===== src/hdl/bbc_pkg.sv =====
// ----------------------------------------------------------------------------
// bbc_pkg
// Types and constants shared by the bracket balance checker modules.
// ----------------------------------------------------------------------------
`timescale 1ns / 1ps

package bbc_pkg;

  typedef enum logic [1:0] {
    OP_NONE = 2'd0,
    OP_PUSH = 2'd1,
    OP_POP  = 2'd2
  } op_t;

  typedef logic [1:0] kind_t;

  localparam kind_t KIND_ROUND  = 2'd0;
  localparam kind_t KIND_SQUARE = 2'd1;
  localparam kind_t KIND_CURLY  = 2'd2;

  localparam logic [7:0] CHAR_OPEN_ROUND   = 8'h28;
  localparam logic [7:0] CHAR_CLOSE_ROUND  = 8'h29;
  localparam logic [7:0] CHAR_OPEN_SQUARE  = 8'h5B;
  localparam logic [7:0] CHAR_CLOSE_SQUARE = 8'h5D;
  localparam logic [7:0] CHAR_OPEN_CURLY   = 8'h7B;
  localparam logic [7:0] CHAR_CLOSE_CURLY  = 8'h7D;

  // Command queue between the classifier and the stack engine.
  localparam int QUEUE_DEPTH = 4;
  localparam int QUEUE_AW    = 2;
  localparam int QUEUE_CW    = 3;

  typedef struct packed {
    op_t   op;
    kind_t kind;
    logic  last;
  } cmd_t;

  function automatic cmd_t classify(input logic [7:0] code, input logic last);
    cmd_t c;
    c.op   = OP_NONE;
    c.kind = KIND_ROUND;
    c.last = last;
    case (code)
      CHAR_OPEN_ROUND: begin
        c.op = OP_PUSH; c.kind = KIND_ROUND;
      end
      CHAR_OPEN_SQUARE: begin
        c.op = OP_PUSH; c.kind = KIND_SQUARE;
      end
      CHAR_OPEN_CURLY: begin
        c.op = OP_PUSH; c.kind = KIND_CURLY;
      end
      CHAR_CLOSE_ROUND: begin
        c.op = OP_POP; c.kind = KIND_ROUND;
      end
      CHAR_CLOSE_SQUARE: begin
        c.op = OP_POP; c.kind = KIND_SQUARE;
      end
      CHAR_CLOSE_CURLY: begin
        c.op = OP_POP; c.kind = KIND_CURLY;
      end
      default: begin
        c.op = OP_NONE;
      end
    endcase
    return c;
  endfunction

endpackage


===== src/hdl/bbc_back.sv =====
// ----------------------------------------------------------------------------
// bbc_back
// Stack engine: executes push and pop commands and forms the result word.
// ----------------------------------------------------------------------------
`timescale 1ns / 1ps

module bbc_back #(
  parameter int STACK_DEPTH = 64
) (
  input  logic          clk,
  input  logic          rst,
  input  logic          cmd_valid,
  output logic          cmd_ready,
  input  bbc_pkg::cmd_t cmd,
  output logic          out_valid,
  input  logic          out_ready,
  output logic          balanced,
  output logic          overflowed
);

  localparam int AW = (STACK_DEPTH > 1) ? $clog2(STACK_DEPTH) : 1;
  localparam int LW = $clog2(STACK_DEPTH + 1);

  bbc_pkg::kind_t  stack_mem [STACK_DEPTH];
  bbc_pkg::kind_t  rd_kind;
  bbc_pkg::kind_t  byp_kind;
  logic            byp;
  bbc_pkg::kind_t  top_kind;

  logic [LW-1:0]   level;
  logic [LW-1:0]   level_next;
  logic            mismatch;
  logic            mismatch_next;
  logic            overflow;
  logic            overflow_next;

  logic            take;
  logic            we;
  logic [AW-1:0]   wa;
  logic [AW-1:0]   ra;
  logic            res_balanced;
  logic            res_overflowed;

  assign cmd_ready = !cmd.last || !out_valid || out_ready;
  assign take      = cmd_valid && cmd_ready;

  // The read port always points at the entry that will be on top next cycle;
  // a push to that same entry is forwarded around the memory.
  assign top_kind = byp ? byp_kind : rd_kind;

  always_comb begin
    level_next     = level;
    mismatch_next  = mismatch;
    overflow_next  = overflow;
    we             = 1'b0;
    wa             = level[AW-1:0];
    res_balanced   = 1'b0;
    res_overflowed = 1'b0;
    if (take) begin
      case (cmd.op)
        bbc_pkg::OP_PUSH: begin
          if (level == LW'(STACK_DEPTH)) begin
            overflow_next = 1'b1;
          end else begin
            we         = 1'b1;
            level_next = level + 1'b1;
          end
        end
        bbc_pkg::OP_POP: begin
          if (level == '0) begin
            mismatch_next = 1'b1;
          end else begin
            level_next = level - 1'b1;
            if (top_kind != cmd.kind) begin
              mismatch_next = 1'b1;
            end
          end
        end
        default: begin
        end
      endcase
      res_balanced   = !mismatch_next && !overflow_next && (level_next == '0);
      res_overflowed = overflow_next;
      if (cmd.last) begin
        level_next    = '0;
        mismatch_next = 1'b0;
        overflow_next = 1'b0;
      end
    end
  end

  assign ra = AW'(level_next - 1'b1);

  always_ff @(posedge clk) begin
    if (rst) begin
      level    <= '0;
      mismatch <= 1'b0;
      overflow <= 1'b0;
    end else begin
      level    <= level_next;
      mismatch <= mismatch_next;
      overflow <= overflow_next;
    end
  end

  always_ff @(posedge clk) begin
    if (we) begin
      stack_mem[wa] <= cmd.kind;
    end
    rd_kind  <= stack_mem[ra];
    byp      <= we && (wa == ra);
    byp_kind <= cmd.kind;
  end

  always_ff @(posedge clk) begin
    if (rst) begin
      out_valid <= 1'b0;
    end else if (take && cmd.last) begin
      out_valid <= 1'b1;
    end else if (out_ready) begin
      out_valid <= 1'b0;
    end
  end

  always_ff @(posedge clk) begin
    if (take && cmd.last) begin
      balanced   <= res_balanced;
      overflowed <= res_overflowed;
    end
  end

endmodule


===== config.mk =====
export PLATFORM = sky130hd
export DESIGN_NAME = bbc_back
export DESIGN_NICKNAME = d
export VERILOG_FILES = /design/src/hdl/bbc_pkg.sv /design/src/hdl/bbc_back.sv
export SDC_FILE = /design/constraint.sdc
export NUM_CORES = 1
export LEC_CHECK = 0
export BUFFER_PORTS_ARGS = -buffer_cell sky130_fd_sc_hd__buf_2
export CORE_UTILIZATION = 41
export DETAILED_ROUTE_END_ITERATION = 10
export GPL_ROUTABILITY_DRIVEN = 0
export PLACE_DENSITY_LB_ADDON = 0.25
export SLEW_MARGIN = 5
export SYNTH_ARGS = -nofsm -noshare
export SYNTH_HDL_FRONTEND = slang
export SYNTH_SLANG_ARGS = --single-unit

===== constraint.sdc =====
create_clock -name clk -period 11.14 [get_ports clk]
set_clock_uncertainty 0.1 [all_clocks]
set_input_delay 0.557 -clock clk [delete_from_list [all_inputs] [get_ports clk]]
set_output_delay 0.557 -clock clk [all_outputs]
set_load 0.005 [all_outputs]

==> out/qor_table.md, run 1 <==
| Step | Item | Value |
|---|---|---|
| sta | Setup repair after global routing missed its margin | no |
| power and ir drop | Net load switching power | 0.000266 W |
| clock tree | Master cell of the clock root buffer | clkbuf_16 |
| logic synthesis | Leading register cell type out of synthesis | edfxtp_1 |
| clock tree | Post-CTS Hold Buffers | 0 |
| power and ir drop | Power share of the clock group | 0.474 |
| finish | Sequential cell area | 4200 um2 |
| flow run | Max capacitance violation total | 0 |
| critical path | Required time reported for the critical path endpoint | 11.39 ns |
| critical path | Source of the worst register-to-register timing path | level[0] |
| sta | Setup total negative slack | 0 ns |
| floorplan | Initial Util | 0.420 |
| logic synthesis | Synthesized area per cell | 14.2 um2 |
| global route | First-pass GRT wire length | 23,700 um |
| logic synthesis | Synthesized Nets | 504 |
| clock tree | Number of resized instances in the post-cts repair step | 0 |
| hold path | Min-Delay Path Class | in -> reg |
| clock tree | Worst-path clk slew | 0.06 ns |
| critical path | Worst-path fanout max | 36 |
| clock tree | Max Buffers Root-to-Sink | 2 |
| logic synthesis | Count of cell types in the netlist | 73 |
| detailed routing | Vias per cell | 5.68 |
| logic synthesis | Synth top cells by count | edfxtp_1 (130), nor2_1 (91), nand2_1 (27), mux2i_1 (22) |
| clock tree | Post-CTS Setup Repair Bufs | 0 |
| finish | End-of-flow core utilization | 0.470 |
| detailed routing | Total via count after detailed routing | 4,177 |
| sta | Highest clock rate | 220 MHz |
| logic synthesis | Fraction of the yosys area taken by sequential cells | 0.604 |
| critical path | Launching element type of the critical path | flip-flop |
| floorplan | I/O pin cnt | 13 |
| sta | Final Slew Violations | 0 |
| logic synthesis | Library cell with the highest instance count after synthesis | edfxtp_1 |
| place | Count of placed standard cells including taps | 704 |
| critical path | Setup slack, reg-to-reg | 6.60 ns |
| clock tree | CTS buffer count | 17 |
| critical path | Critical path endpoint category | flip-flop |
| critical path | Worst R2R End | rd_kind[1] |
| sta | Worst relative slew slack | 0.482 |
| power and ir drop | Power density over the cells | 156 nW/um2 |
| detailed routing | Initial drt markers | 477 |
| detailed routing | Wire length per cell | 20.6 um |
| logic synthesis | Number of flops mapped to enable cells by yosys | 130 |
| power and ir drop | Cell-internal power | 0.000947 W |
| floorplan | Row count | 47 |
| detailed routing | Final antenna-violating net count | 0 |
| sta | Final number of setup-violating endpoints | 0 |
| clock tree | Num Clock Sinks | 145 |
| power and ir drop | Leakage component of the power | 2.69 nW |
| finish | Fill count | 1,423 |
| place | Detail Placement HPWL | 9820 um |
| sta | Minimum clock period after layout | 4.54 ns |
| finish | Fin nets | 517 |
| power and ir drop | Switch share | 0.219 |
| power and ir drop | Share of power burned in registers | 0.490 |
| clock tree | CTS tree | yes |
| floorplan | Die area | 17,500 um2 |
| global route | Total Routing Usage GR | 0.185 |
| logic synthesis | Number of synthesized register bits | 145 |
| global route | Number of global-route vias before repair | 4,149 |
| critical path | Worst setup path class | reg -> reg |
| hold path | Startpoint of the lowest-slack hold path | out_ready |
| detailed routing | Number of design rule violations left after detail routing | 0 |
| sta | Hold violation total from the final report | 0 |
| floorplan | Chip width | 132 um |
| place | Number of buffer cells added on primary ports | 12 |
| finish | Final instance count without filler cells | 736 |
| sta | Transition time at the pin with the least slew margin | 0.776 ns |
| finish | Number of inserted diodes | 0 |
| critical path | R2R cell count | 14 |
| critical path | Worst setup path endpoint | rd_kind[1] |
| logic synthesis | Yosys synthesis warning count | 0 |
| power and ir drop | Part of the power in combinational logic | 0.036 |
| critical path | Crit path DAT | 4.79 ns |
| status | Run status | completed |
| detailed routing | Wire length after detailed routing | 15,100 um |
| clock tree | H-tree levels | 4 |
| sta | Final worst-path cycle share | 0.407 |
| global route | Global route total overflow | 0 |
| floorplan | Core Area | 16,600 um2 |
| global route | Pin count of the biggest net entering global routing | 67 |
| logic synthesis | Cells after synthesis | 490 |
| finish | Area used by multi-input combinational logic | 2560 um2 |
| finish | Area overhead of the layout relative to synthesis | 11.9% |
| logic synthesis | Top cells by area, synth | edfxtp_1 (56%), mux4_1 (6.4%), mux4_2 (5.2%), nor2_1 (4.9%), dfxtp_1 (4.3%) |
| logic synthesis | Combined area of all synthesized cells | 6960 um2 |
| floorplan | Die height | 132 um |
| global route | Antenna violations before repair | 0 |
| finish | Share of cells above drive strength 1 | 0.182 |
| logic synthesis | Ys async rst share | 0 |
| logic synthesis | Portion of synthesized cell area occupied by the leading cell type | 0.561 |
| power and ir drop | Worst ir drop on vdd | 0.0000954 V |
| critical path | Launching instance or port of the critical path | level[0] |
| logic synthesis | Synth area leader | edfxtp_1 |
| detailed routing | Drt first pass iters | 7 |
| clock tree | Later-pin clock latency in the skew report | 0.43 ns |
## through the flow
step                      instance area [um2]  hold slack [ns]  worst slack (ns)  total power, W
after detailed placement                 7190            0.389              6.44        0.000649
final                                    7790            0.323              6.60         0.00121
after CTS                                7790            0.312              6.60         0.00122
after floorplan                          6960            0.369              7.04        0.000634
after global routing                     7790            0.327              6.21         0.00125
after global placement                   7190            0.370              6.61        0.000648
## critical path, stage by stage (launching register included)
cell and delay (ns):
dfxtp_1 0.46, inv_1 0.18, ha_1 0.23, nor3b_4 0.38, nand4_1 0.15, a32o_1 0.27
a32o_2 0.33, inv_6 0.35, ha_1 0.50, inv_1 0.23, nor2_1 0.41, nor2_8 0.12
mux2i_1 0.15, mux4_2 0.48, mux2i_1 0.13
## area by class of cell
| class | count | share of cell area |
|---|---|---|
| Multi-Input combinational cell | 309 | 0.328 |
| Sequential cell | 145 | 0.539 |
| Timing Repair Buffer | 18 | 0.0135 |
| Tap cell | 220 | 0.0353 |
| Clock buffer | 18 | 0.0551 |
| Inverter | 12 | 0.00642 |
| Clock inverter | 14 | 0.0223 |
## state kept, by name (all words and copies together), names as in the netlist
name	flops
overflow	1
stack_mem	128
byp	1
level	7
balanced	1
byp_kind	2
out_valid	1
mismatch	1
rd_kind	2
overflowed	1
## power groups by stage
| stage | registers (W) | clock network (W) | logic (W) |
|---|---|---|---|
| after CTS | 0.000594 | 0.000583 | 0.0000434 |
| after global routing | 0.000594 | 0.000604 | 0.0000475 |
| after detailed placement | 0.000606 | 0 | 0.0000434 |
| after global placement | 0.000606 | 0 | 0.0000424 |
| final | 0.000594 | 0.000576 | 0.0000431 |
| after floorplan | 0.000606 | 0 | 0.0000278 |
## cell usage in the layout, fill, tap and decap left out, types with 6 or more instances in the layout
cell / count
buf_4: 6
nor2_1: 91
nand2_1: 27
nand3_1: 17
a21oi_1: 9
dfxtp_1: 15
mux4_2: 16
clkbuf_16: 17
mux2i_1: 22
mux4_1: 17
nor3_1: 7
inv_1: 11
buf_2: 12
edfxtp_1: 130
inv_6: 6
nor2b_1: 7
## worst min path at each step
stage	depth (start not counted)	end	slack [ns]
global route	3	out_valid	0.33
floorplan	2	overflow	0.37
global placement	2	out_valid	0.37
detailed placement	1	mismatch	0.39
finish	3	out_valid	0.32
CTS	3	out_valid	0.31
## metal layers
metal / routed length [um] / up-vias / part of all wire / GRT usage
met1: 6590 / 2053 / 0.44 / 0.239
li1: - / 1919 / - / -
met2: 7200 / 170 / 0.48 / 0.293
met5: 0 / - / 0 / 0
met3: 851 / 35 / 0.056 / 0.0431
met4: 493 / 0 / 0.033 / 0.0939
## logic make-up (layout without fill, tap and decap cells)
group / after synthesis / after routing / synth area share
and+or+nand+nor: 185 / 185 / 0.130
AOI/OAI and AO/OA: 53 / 53 / 0.0652
adders and majority gates: 5 / 5 / 0.00898
xor gates and xnor gates: 10 / 10 / 0.0137
DFF: 145 / 145 / 0.604
buffers and inverters: 36 / 62 / 0.0291
muxes: 56 / 56 / 0.149
(Power assumes the default switching activity.)
==> inputs of run 2 (changes only) <==
==> constraint.sdc (replaced) <==
create_clock -name clk -period 4 [get_ports clk]
set_clock_uncertainty 0.1 [all_clocks]
set_input_delay 0.2 -clock clk [delete_from_list [all_inputs] [get_ports clk]]
set_output_delay 0.2 -clock clk [all_outputs]
set_load 0.005 [all_outputs]
==> out/qor_table.md, run 2 (same netlist as run 1, synthesis figures left out) <==
| Step | Item | Value | Delta |
|---|---|---|---|
| status | Run status | completed |  |
| critical path | Launching instance or port of the critical path | level[0] |  |
| floorplan | Row count | 47 | unchanged |
| place | Detail Placement HPWL | 10,700 um | +8.9% |
| global route | Global Route met1 Usage | 0.259 | +0.0193 |
| finish | Fin nets | 540 | +4.4% |
| clock tree | H-tree levels | 4 | unchanged |
| critical path | Slowest stage cell on the critical path | mux4_2 |  |
| clock tree | Later-pin clock latency in the skew report | 0.42 ns | about the same |
| clock tree | Max Buffers Root-to-Sink | 2 | unchanged |
| detailed routing | Wire length after detailed routing | 16,100 um | +6.7% |
| finish | Most used cells in the layout excluding fill and tap cells | edfxtp_1 (130), nor2_1 (91), nand2_1 (27) |  |
| clock tree | Num Clock Sinks | 145 | unchanged |
| sta | Smallest hold slack | 0.216 ns | -0.107 ns |
| power and ir drop | Power density over the cells | 414 nW/um2 | +170% |
| power and ir drop | Power share of the clock group | 0.456 | -0.018 |
| critical path | Launching element type of the critical path | flip-flop |  |
| critical path | Setup slack, reg-to-reg | 0.26 ns | -6.34 ns |
| critical path | Required time reported for the critical path endpoint | 4.25 ns | -7.14 ns |
| power and ir drop | Worst ir drop on vdd | 0.000307 V | +220% |
| hold path | Min-Delay Path Class | in -> reg |  |
| place | Placed Instance Area | 7330 um2 | +1.9% |
| critical path | Source of the worst register-to-register timing path | level[0] |  |
| sta | Crit path setup slack, layout | 0.259 ns | -6.34 ns |
| critical path | R2R cell count | 14 | unchanged |
| detailed routing | Number of design rule violations left after detail routing | 0 | unchanged |
| global route | Antenna violations before repair | 0 | unchanged |
| finish | Post-route design area | 7960 um2 | +2.1% |
| critical path | Worst setup path class | reg -> reg |  |
| global route | First-pass GRT wire length | 25,000 um | +5.5% |
| finish | Max reg flops | 128 | unchanged |
| finish | Most flop-heavy register | stack_mem |  |
| sta | Final Slew Violations | 0 | unchanged |
| flow run | Max capacitance violation total | 0 | unchanged |
| sta | Minimum clock period after layout | 3.74 ns | -0.797 ns |
| power and ir drop | Share of power burned in registers | 0.503 | +0.013 |
| critical path | Critical path's largest stage delay | 0.46 ns | -0.04 ns |
| global route | Pin count of the biggest net entering global routing | 66 | -1.5% |
| detailed routing | Final antenna-violating net count | 0 | unchanged |
| floorplan | I/O pin cnt | 13 | unchanged |
| global route | GRT met2 Usage | 0.315 | +0.0219 |
| power and ir drop | Net load switching power | 0.000682 W | +160% |
| clock tree | CTS tree | yes |  |
| finish | Fill count | 1,461 | +2.7% |
| clock tree | CTS buffer count | 17 | unchanged |
| power and ir drop | Part of the power in combinational logic | 0.041 | +0.005 |
| critical path | Crit path DAT | 3.99 ns | -0.80 ns |
| power and ir drop | Switch share | 0.207 | -0.0121 |
| finish | Area overhead of the layout relative to synthesis | 14.3% |  |
| critical path | Worst-path fanout max | 13 | -64% |
| detailed routing | Initial drt markers | 432 | -9.4% |
| floorplan | Die height | 132 um | unchanged |
| floorplan | Initial Util | 0.420 | unchanged |
| finish | Share of cells above drive strength 1 | 0.208 | +0.0256 |
| detailed routing | Total via count after detailed routing | 4,318 | +3.4% |
| floorplan | Die area | 17,500 um2 | unchanged |
| sta | Worst relative slew slack | 0.508 | +0.0265 |
| global route | Total Routing Usage GR | 0.195 | +0.00941 |
| global route | Number of global-route vias before repair | 4,359 | +5.1% |
| place | Count of placed standard cells including taps | 721 | +2.4% |
| clock tree | Worst-path clk slew | 0.06 ns | about the same |
| place | Placement Setup Slack | 0.0631 ns | -6.38 ns |
| global route | Most Used Layer, Global Route | met2 |  |
| sta | Final worst-path cycle share | 0.935 | +0.528 |
| sta | Highest clock rate | 267 MHz | +21% |
| detailed routing | Wire length per cell | 21.3 um | +3.4% |
| critical path | Cell breakdown of the critical path | inv_1 > ha_1 > nor3b_4 > nand4_1 > a32o_1 > a32o_2 > inv_8 > ha_1 > inv_1 > nor2_1 > nor2_8 > mux2i_1 > mux4_2 > mux2i_1 |  |
| global route | Global route total overflow | 0 | unchanged |
| critical path | Worst R2R End | rd_kind[1] |  |
| power and ir drop | Cell-internal power | 0.00261 W | +180% |
| sta | Transition time at the pin with the least slew margin | 0.736 ns | -0.0408 ns |
| sta | Final number of setup-violating endpoints | 0 | unchanged |
| hold path | Worst hold path cell count | 3 | unchanged |
| floorplan | Chip width | 132 um | unchanged |
| place | Number of buffer cells added on primary ports | 12 | unchanged |
| power and ir drop | Leakage component of the power | 2.79 nW | +3.6% |
| global route | Fraction of met3 tracks used by global routing | 0.0373 | -0.00577 |
| sta | Hold violation total from the final report | 0 | unchanged |
| detailed routing | Vias per cell | 5.69 | +0.24% |
| critical path | Critical path endpoint category | flip-flop |  |
| finish | End-of-flow core utilization | 0.480 | +0.0100 |
| critical path | Worst setup path endpoint | rd_kind[1] |  |
| finish | Number of inserted diodes | 0 | unchanged |
| finish | Most common cell after layout, fill and taps aside | edfxtp_1 |  |
| detailed routing | Drt first pass iters | 5 | -2 |
| finish | Final instance count without filler cells | 759 | +3.1% |
| clock tree | Master cell of the clock root buffer | clkbuf_16 |  |
| finish | Largest registers | stack_mem: 128 flops, level: 7 flops |  |
| floorplan | Core Area | 16,600 um2 | unchanged |
[run 2: critical path, delay by kind of cell, from the launching register on]
kind                     cells  cell delay [ns]
buffers and inverters        3             0.41
multiplexers                 3             0.75
adder cells (fa/ha/maj)      2             0.54
AND/OR/NAND/NOR              4             0.93
AO/OA/AOI/OAI                2             0.61
flip-flops                   1             0.31
[run 2: final cells by class]
type	count	area, um2	area share
Multi-Input combinational cell	309	2580	0.324
Tap cell	220	275	0.0346
Timing Repair Buffer	41	298	0.0374
Clock inverter	12	115	0.0145
Inverter	12	52.6	0.00660
Clock buffer	20	437	0.0548
Sequential cell	145	4200	0.528
[run 2: what timing repair did]
action | in CTS | in global routing
hold buffers | 3 | 0
gates resized for setup | 0 | 9
setup buffers | 0 | 3
hold endpoints to repair | 6 | 0
endpoints found under the setup margin | 0 | 2
[run 2: worst min path at each step]
stage	start	to	slack, ns
3_5_place_dp	out_valid	out_valid	0.39
2_1_floorplan	cmd[1]	byp_kind[0]	0.13
3_3_place_gp	out_valid	out_valid	0.37
5_1_grt	cmd[0]	overflowed	0.24
4_1_cts	cmd_valid	mismatch	0.20
6_report	cmd[0]	balanced	0.22
[run 2: through the flow]
stage          total power (W)  setup TNS [ns]
2_1_floorplan          0.00177               0
3_3_place_gp           0.00182               0
3_5_place_dp           0.00182               0
4_1_cts                0.00331               0
5_1_grt                0.00339         -0.0330
6_report               0.00329               0
[run 2: layer usage]
metal / up-vias / share of wire
met3: 25 / 0.044
met2: 122 / 0.49
met5: - / 0
met1: 2204 / 0.45
met4: 0 / 0.018
li1: 1967 / -
[run 2: power groups by stage]
| stage | registers [W] | logic, W | clock network (W) |
|---|---|---|---|
| after floorplan | 0.00169 | 0.0000778 | 0 |
| after global placement | 0.00169 | 0.000128 | 0 |
| after detailed placement | 0.00169 | 0.000130 | 0 |
| after CTS | 0.00166 | 0.000133 | 0.00152 |
| after global routing | 0.00166 | 0.000147 | 0.00159 |
| final | 0.00166 | 0.000135 | 0.00150 |
